[config.mk]
export PLATFORM = sky130hd
export DESIGN_NAME = sample_gap_filler_top
export DESIGN_NICKNAME = d
export VERILOG_FILES = /design/src/hw/rtl/sgf_pkg.sv /design/src/hw/rtl/sgf_front.sv /design/src/hw/rtl/sgf_queue.sv /design/src/hw/rtl/sgf_back.sv /design/src/hw/rtl/sample_gap_filler_top.sv
export SDC_FILE = /design/constraint.sdc
export NUM_CORES = 1
export LEC_CHECK = 0
export BUFFER_PORTS_ARGS = -buffer_cell sky130_fd_sc_hd__buf_2
export CAP_MARGIN = 20
export CORE_ASPECT_RATIO = 0.6
export CORE_MARGIN = 1.5
export CORE_UTILIZATION = 44
export CTS_BUF_LIST = sky130_fd_sc_hd__clkbuf_16
export DETAILED_ROUTE_END_ITERATION = 7
export SLEW_MARGIN = 20
export SYNTH_ARGS = -nofsm -noshare
export SYNTH_HDL_FRONTEND = slang
export SYNTH_HIERARCHICAL = 1
export SYNTH_SLANG_ARGS = --single-unit
[constraint.sdc]
create_clock -name clk -period 9.91 [get_ports clk]
set_clock_uncertainty 0.1 [all_clocks]
set_input_delay 0.991 -clock clk [delete_from_list [all_inputs] [get_ports clk]]
set_output_delay 0.991 -clock clk [all_outputs]
set_load 0.01 [all_outputs]
[src/hw/rtl/sgf_pkg.sv]
// ----------------------------------------------------------------------------
// sgf_pkg
// Shared types and constants of the sample gap filler.
// ----------------------------------------------------------------------------
package sgf_pkg;

  localparam int TIME_W = 32;
  localparam int VAL_W  = 24;
  localparam int FILL_W = 6;     // holds MAX_FILL up to 63
  localparam int DATA_W = 80;    // time, cpu, mem packed
  localparam int USER_W = 3;     // kind, clipped

  typedef logic [1:0] kind_t;

  localparam kind_t KIND_ORIGINAL = 2'd0;
  localparam kind_t KIND_MIDPOINT = 2'd1;
  localparam kind_t KIND_ZERO     = 2'd2;

  // One classified sample on its way from front to back
  typedef struct packed {
    logic [TIME_W-1:0] smp_time;
    logic [VAL_W-1:0]  smp_cpu;
    logic [VAL_W-1:0]  smp_mem;
    logic [TIME_W-1:0] base_time;  // previous sample time
    logic [VAL_W-1:0]  ins_cpu;
    logic [VAL_W-1:0]  ins_mem;
    kind_t             ins_kind;
    logic [FILL_W-1:0] ins_count;  // inserted results ahead of the sample
    logic              clipped;
  } job_t;

endpackage

[src/hw/rtl/sgf_front.sv]
// ----------------------------------------------------------------------------
// sgf_front
// Accepts samples, measures the gap to the previous one and builds a job.
// ----------------------------------------------------------------------------
module sgf_front #(
  parameter int unsigned MAX_FILL = 63
) (
  input  logic                  clk,
  input  logic                  rst_n,
  input  logic                  in_tvalid,
  output logic                  in_tready,
  input  logic [sgf_pkg::DATA_W-1:0] in_tdata,
  input  logic                  q_full,
  output logic                  push,
  output sgf_pkg::job_t         push_job
);
  import sgf_pkg::*;

  logic              have_prev_r, have_prev_nxt;
  logic [TIME_W-1:0] prev_time_r, prev_time_nxt;
  logic [VAL_W-1:0]  prev_cpu_r, prev_cpu_nxt;
  logic [VAL_W-1:0]  prev_mem_r, prev_mem_nxt;

  logic [TIME_W-1:0] t;
  logic [VAL_W-1:0]  c;
  logic [VAL_W-1:0]  m;
  logic [TIME_W:0]   diff;
  logic [TIME_W:0]   missing;
  logic [VAL_W:0]    sum_cpu;
  logic [VAL_W:0]    sum_mem;

  assign t = in_tdata[TIME_W-1:0];
  assign c = in_tdata[TIME_W+VAL_W-1:TIME_W];
  assign m = in_tdata[TIME_W+2*VAL_W-1:TIME_W+VAL_W];

  assign in_tready = !q_full;
  assign push      = in_tvalid && in_tready;

  // 33-bit signed difference; bit 32 set means a backward gap
  assign diff    = {1'b0, t} - {1'b0, prev_time_r};
  assign missing = diff - (TIME_W+1)'(1);
  assign sum_cpu = {1'b0, prev_cpu_r} + {1'b0, c};
  assign sum_mem = {1'b0, prev_mem_r} + {1'b0, m};

  always_comb begin
    push_job           = '0;
    push_job.smp_time  = t;
    push_job.smp_cpu   = c;
    push_job.smp_mem   = m;
    push_job.base_time = prev_time_r;
    push_job.ins_kind  = KIND_ORIGINAL;
    if (have_prev_r && diff == (TIME_W+1)'(2)) begin
      push_job.ins_kind  = KIND_MIDPOINT;
      push_job.ins_count = FILL_W'(1);
      push_job.ins_cpu   = sum_cpu[VAL_W:1];
      push_job.ins_mem   = sum_mem[VAL_W:1];
    end else if (have_prev_r && !diff[TIME_W] && diff > (TIME_W+1)'(2)) begin
      push_job.ins_kind = KIND_ZERO;
      if (missing > (TIME_W+1)'(MAX_FILL)) begin
        push_job.ins_count = FILL_W'(MAX_FILL);
        push_job.clipped   = 1'b1;
      end else begin
        push_job.ins_count = missing[FILL_W-1:0];
      end
    end
  end

  always_comb begin
    have_prev_nxt = have_prev_r;
    prev_time_nxt = prev_time_r;
    prev_cpu_nxt  = prev_cpu_r;
    prev_mem_nxt  = prev_mem_r;
    if (push) begin
      have_prev_nxt = 1'b1;
      prev_time_nxt = t;
      prev_cpu_nxt  = c;
      prev_mem_nxt  = m;
    end
  end

  always_ff @(posedge clk) begin
    if (!rst_n) begin
      have_prev_r <= 1'b0;
      prev_time_r <= '0;
      prev_cpu_r  <= '0;
      prev_mem_r  <= '0;
    end else begin
      have_prev_r <= have_prev_nxt;
      prev_time_r <= prev_time_nxt;
      prev_cpu_r  <= prev_cpu_nxt;
      prev_mem_r  <= prev_mem_nxt;
    end
  end

endmodule

[src/hw/rtl/sgf_queue.sv]
// ----------------------------------------------------------------------------
// sgf_queue
// Two-entry job queue between the front and the back.
// ----------------------------------------------------------------------------
module sgf_queue (
  input  logic          clk,
  input  logic          rst_n,
  input  logic          push,
  input  sgf_pkg::job_t push_job,
  output logic          full,
  output logic          head_valid,
  output sgf_pkg::job_t head_job,
  input  logic          pop
);
  import sgf_pkg::*;

  job_t       entry_r [2];
  logic       wr_ptr_r, wr_ptr_nxt;
  logic       rd_ptr_r, rd_ptr_nxt;
  logic [1:0] cnt_r, cnt_nxt;

  assign full       = (cnt_r == 2'd2);
  assign head_valid = (cnt_r != 2'd0);
  assign head_job   = entry_r[rd_ptr_r];

  always_comb begin
    wr_ptr_nxt = wr_ptr_r;
    rd_ptr_nxt = rd_ptr_r;
    cnt_nxt    = cnt_r;
    if (push) begin
      wr_ptr_nxt = !wr_ptr_r;
    end
    if (pop) begin
      rd_ptr_nxt = !rd_ptr_r;
    end
    if (push && !pop) begin
      cnt_nxt = cnt_r + 2'd1;
    end else if (pop && !push) begin
      cnt_nxt = cnt_r - 2'd1;
    end
  end

  always_ff @(posedge clk) begin
    if (push) begin
      entry_r[wr_ptr_r] <= push_job;
    end
  end

  always_ff @(posedge clk) begin
    if (!rst_n) begin
      wr_ptr_r <= 1'b0;
      rd_ptr_r <= 1'b0;
      cnt_r    <= 2'd0;
    end else begin
      wr_ptr_r <= wr_ptr_nxt;
      rd_ptr_r <= rd_ptr_nxt;
      cnt_r    <= cnt_nxt;
    end
  end

endmodule

[src/hw/rtl/sgf_back.sv]
// ----------------------------------------------------------------------------
// sgf_back
// Plays out one job: inserted results one per cycle while out_tready is high, then the sample itself.
// ----------------------------------------------------------------------------
module sgf_back (
  input  logic          clk,
  input  logic          rst_n,
  input  logic          head_valid,
  input  sgf_pkg::job_t head_job,
  output logic          pop,
  output logic          out_tvalid,
  input  logic          out_tready,
  output logic [sgf_pkg::DATA_W-1:0] out_tdata,
  output logic [sgf_pkg::USER_W-1:0] out_tuser,
  output logic          out_tlast
);
  import sgf_pkg::*;

  logic                      valid_r, valid_nxt;
  logic [FILL_W-1:0]         cnt_r, cnt_nxt;
  logic [DATA_W-1:0]         data_r, data_nxt;
  logic [USER_W-1:0]         user_r, user_nxt;
  logic                      last_r, last_nxt;
  logic                      load;
  logic                      at_sample;
  logic [TIME_W-1:0]         ins_time;

  assign load      = head_valid && (!valid_r || out_tready);
  assign at_sample = (cnt_r == head_job.ins_count);
  assign pop       = load && at_sample;
  assign ins_time  = head_job.base_time + TIME_W'(cnt_r) + TIME_W'(1);

  always_comb begin
    valid_nxt = valid_r;
    cnt_nxt   = cnt_r;
    data_nxt  = data_r;
    user_nxt  = user_r;
    last_nxt  = last_r;
    if (valid_r && out_tready) begin
      valid_nxt = 1'b0;
    end
    if (load) begin
      valid_nxt = 1'b1;
      if (at_sample) begin
        data_nxt = {head_job.smp_mem, head_job.smp_cpu, head_job.smp_time};
        user_nxt = {head_job.clipped, KIND_ORIGINAL};
        last_nxt = 1'b1;
        cnt_nxt  = '0;
      end else begin
        data_nxt = {head_job.ins_mem, head_job.ins_cpu, ins_time};
        user_nxt = {1'b0, head_job.ins_kind};
        last_nxt = 1'b0;
        cnt_nxt  = cnt_r + FILL_W'(1);
      end
    end
  end

  always_ff @(posedge clk) begin
    data_r <= data_nxt;
    user_r <= user_nxt;
    last_r <= last_nxt;
  end

  always_ff @(posedge clk) begin
    if (!rst_n) begin
      valid_r <= 1'b0;
      cnt_r   <= '0;
    end else begin
      valid_r <= valid_nxt;
      cnt_r   <= cnt_nxt;
    end
  end

  assign out_tvalid = valid_r;
  assign out_tdata  = data_r;
  assign out_tuser  = user_r;
  assign out_tlast  = last_r;

endmodule

[src/hw/rtl/sample_gap_filler_top.sv]
// ----------------------------------------------------------------------------
// sample_gap_filler_top
// Fills gaps in a stream of timestamped telemetry samples.
// ----------------------------------------------------------------------------
// Each accepted sample yields 1 + n result beats on the output, one beat per
// cycle while out_tready is high: n is 1 for a two-second gap (midpoint),
// min(gap - 1, MAX_FILL) for a larger gap (zero fill), and 0 otherwise. The
// back end's playout counter steps through the inserted beats before the
// sample. The front end classifies a sample in its accept cycle and can take
// a new one every cycle while the two-entry job queue has room. The last beat
// of each sample carries tlast and is the sample itself.
module sample_gap_filler_top #(
  parameter int unsigned MAX_FILL = 63
) (
  input  logic        clk,
  input  logic        rst_n,
  input  logic        in_tvalid,
  output logic        in_tready,
  input  logic [79:0] in_tdata,   // sample_time[31:0], cpu_value[55:32], mem_value[79:56]
  output logic        out_tvalid,
  input  logic        out_tready,
  output logic [79:0] out_tdata,  // out_time[31:0], out_cpu[55:32], out_mem[79:56]
  output logic [2:0]  out_tuser,  // sample_kind[1:0], gap_clipped[2]
  output logic        out_tlast   // last
);
  import sgf_pkg::*;

  logic q_full;
  logic push;
  job_t push_job;
  logic head_valid;
  job_t head_job;
  logic pop;

  sgf_front #(.MAX_FILL(MAX_FILL)) u_front (
    .clk      (clk),
    .rst_n    (rst_n),
    .in_tvalid(in_tvalid),
    .in_tready(in_tready),
    .in_tdata (in_tdata),
    .q_full   (q_full),
    .push     (push),
    .push_job (push_job)
  );

  sgf_queue u_queue (
    .clk       (clk),
    .rst_n     (rst_n),
    .push      (push),
    .push_job  (push_job),
    .full      (q_full),
    .head_valid(head_valid),
    .head_job  (head_job),
    .pop       (pop)
  );

  sgf_back u_back (
    .clk       (clk),
    .rst_n     (rst_n),
    .head_valid(head_valid),
    .head_job  (head_job),
    .pop       (pop),
    .out_tvalid(out_tvalid),
    .out_tready(out_tready),
    .out_tdata (out_tdata),
    .out_tuser (out_tuser),
    .out_tlast (out_tlast)
  );

endmodule

==> flow_summary.toml <==
[clock_network]
clk_latency_ns = 0.61
htreeDepth = 2
cts_max_path_buffers = 3
cts_hold_buf = 0
clkTransAtPathRegs_ns = 0.06
cts_resized = 0
post_cts_buffers = 0
clkSinkCount = 515
cts_tree = "yes"
root_buffer = "clkbuf_16"
cts_buffers = 51

[cells_and_area]
final_cell_mix = "edfxtp_1, nand2_1, buf_2"
nets = 2520
final_cells = 3168
finish.utilization = 0.489
layout-drive-gt1-share = 0.197
antenna_cells = 0
areaGrowthSynthToFinish_pct = 9.54
final_common_cell = "edfxtp_1"

[yosys]
synth_area_mm2 = 0.0265
synth-edff-count = 422
syn_avg_cell_area_um2 = 11.7
synthesis.nets = 2444
yosysWarnings = 6
synth-seq-area-share = 0.549
async_flop_share = 0
netlist_instances = 2268
synthFlopType = "edfxtp_1"
yosysUniqueCellTypes = 86
ys_ff_latch = 515

[power_and_ir_drop]
vdd_drop_max_mv = 0.123
p_per_area_mw_per_mm2 = 202
total_power_uw = 5850
p_leak_uw = 0.0109

[placed_design]
dp.cells = 3072
gp_congestion = 0.890
pre_cts_slack_ns = 4.19
port_buffers = 169
dpl.hpwl_um = 40800

[sta]
fin_setup_tns_ns = 0
hold_violations = 0
timing.final.crit_share = 0.522
setup_slack_ns = 4.73
slew_headroom = 0.249
final_max_slew_viol_count = 0
grt_setup_unrepaired = "false"
fmax_mhz = 193
tightest_slew_ns = 1.13
final-setup-viol-count = 0
finalCriticalPeriod_ns = 5.18

[die]
start_util = 0.446
core_area_mm2 = 0.0593
die_w_um = 320
num_rows = 69
die-area_mm2 = 0.0617
die_h_um = 193
io_pins = 170

[worst_setup_path]
start_kind = "primary input"
cp_max_fo = 49
crit_type = "primary input to register"
critPathCaptureType = "register"
cp.required_ns = 10.18
cp.arrival_ns = 5.45

[drt]
drcViolationCount = 0
wl_per_cell_um = 19.7
routed-via-count = 17300
drtAntennaViolNets = 0
firstDrtPassIters = 6
wl_um = 62300
vias_per_cell = 5.46
drtIter0Drc = 1444

[global_route]
grt_pass1_vias = 16400
grt_max_degree = 111
grt.overflow.total = 0
grt_pass1_wl_um = 95400
antenna_found_initial = 2
gr-usage-all-layers = 0.199

[outcome]
status = "finished, final reports clean"

[hold_path]
hold_class = "register to register"

[job]
maxCapViolations = 0
## worst paths after layout
path | from | endpoint | slack (ns) | cells past startpoint
min | u_front/prev_mem_r[13]$_SDFFE_PN0P_ | u_front/prev_mem_r[13]$_SDFFE_PN0P_ | 0.37 | 2
min reg2reg | u_front/prev_mem_r[13]$_SDFFE_PN0P_ | u_front/prev_mem_r[13]$_SDFFE_PN0P_ | 0.37 | 2
max | in_tdata[0] | u_queue/entry_r[1][25]$_DFFE_PP_ | 4.73 | 17
max reg2reg | u_front/prev_time_r[0]$_SDFFE_PN0P_ | u_queue/entry_r[1][25]$_DFFE_PP_ | 4.91 | 15
## logic make-up (layout without fill, tap and decap cells)
logic type,count (synthesis),after routing,share of synthesized area
adder cells (fa/ha/maj),92,92,0.0446
multiplexers,175,175,0.0886
AND/OR/NAND/NOR,720,720,0.123
flip-flops,515,515,0.549
XOR/XNOR,96,96,0.0318
AO/OA/AOI/OAI,426,426,0.111
buffers and inverters,244,363,0.0510
## power breakdown
part	internal [uW]	switching, uW	leakage [uW]
clock	979	843	0.000793
combinational	460	800	0.00537
sequential	2680	84.1	0.00476
## cell type report
class,count,area [um2]
clock buffers,52,1300
clock inverters,44,243
fillers,5301,30300
inverters,78,298
multi-input cells,1509,10600
flip-flops and latches,515,14500
well taps,781,977
repair buffers,189,1010
## flip-flops by register name (all words and copies together), names as in the netlist, named ones only
register	count
u_queue/entry_r	338
u_back/out_tdata	80
u_front/prev_time_r	32
u_front/prev_cpu_r	24
u_front/prev_mem_r	24
u_back/cnt_r	6
u_back/out_tuser	3
u_queue/cnt_r	2
u_back/out_tlast	1
u_back/out_tvalid	1
u_front/have_prev_r	1
u_queue/rd_ptr_r	1
u_queue/wr_ptr_r	1
## stage by stage
step	hold slack (ns)	instance area, um2
after global placement	0.357	27400
after detailed placement	0.366	27400
after floorplan	0.346	26500
after global routing	0.391	29000
after CTS	0.376	29000
final	0.371	29000
## per-layer routing
metal  part of all wire  vias to the layer above  global-route usage  routed length, um
met5            0.00027                        -                   0                 17
met1               0.52                     8370               0.316              32300
met4              0.014                        2              0.0445                889
met3              0.068                       79              0.0380               4210
li1                   -                     8318                   -                  -
met2               0.40                      530               0.277              24800
## worst max-delay path, stage by stage
cell	delay, ns
buf_2	0.13
inv_1	0.06
ha_1	0.18
inv_1	0.06
fa_1	0.47
a211oi_4	0.33
o211ai_2	0.22
a31o_1	0.31
or3_1	0.38
a22oi_2	0.21
nor4b_4	0.51
nand3_1	0.14
nor4_1	0.29
nor3b_2	0.32
nand3_2	0.10
buf_4	0.34
a2111oi_2	0.38
## cells in the mapped netlist (12+ instances only)
library cell  count  area [um2]
nor3_1           22         110
a211oi_1         20         150
ha_1             88        1100
clkbuf_1         55         206
nand2_1         399        1500
edfxtp_1        422       12700
mux2_2           70         788
buf_4            83         623
a21boi_0         85         638
and2_1           17         106
o21bai_1         12        90.1
xor2_1           43         377
a31oi_1          13        81.3
nor2_1          113         424
nand3_1          45         225
a21oi_1          89         445
and3_1           19         119
o21a_1           16         120
xnor2_1          53         464
nand4_1          18         113
inv_1            75         282
o21ai_0          58         290
mux2_4          101        1520
o21ai_1          23         115
dfxtp_1          93        1860
a21o_1           21         158
nand2b_1         14        87.6
buf_6            15         169
Note: power is estimated with default switching activity, not from simulation.
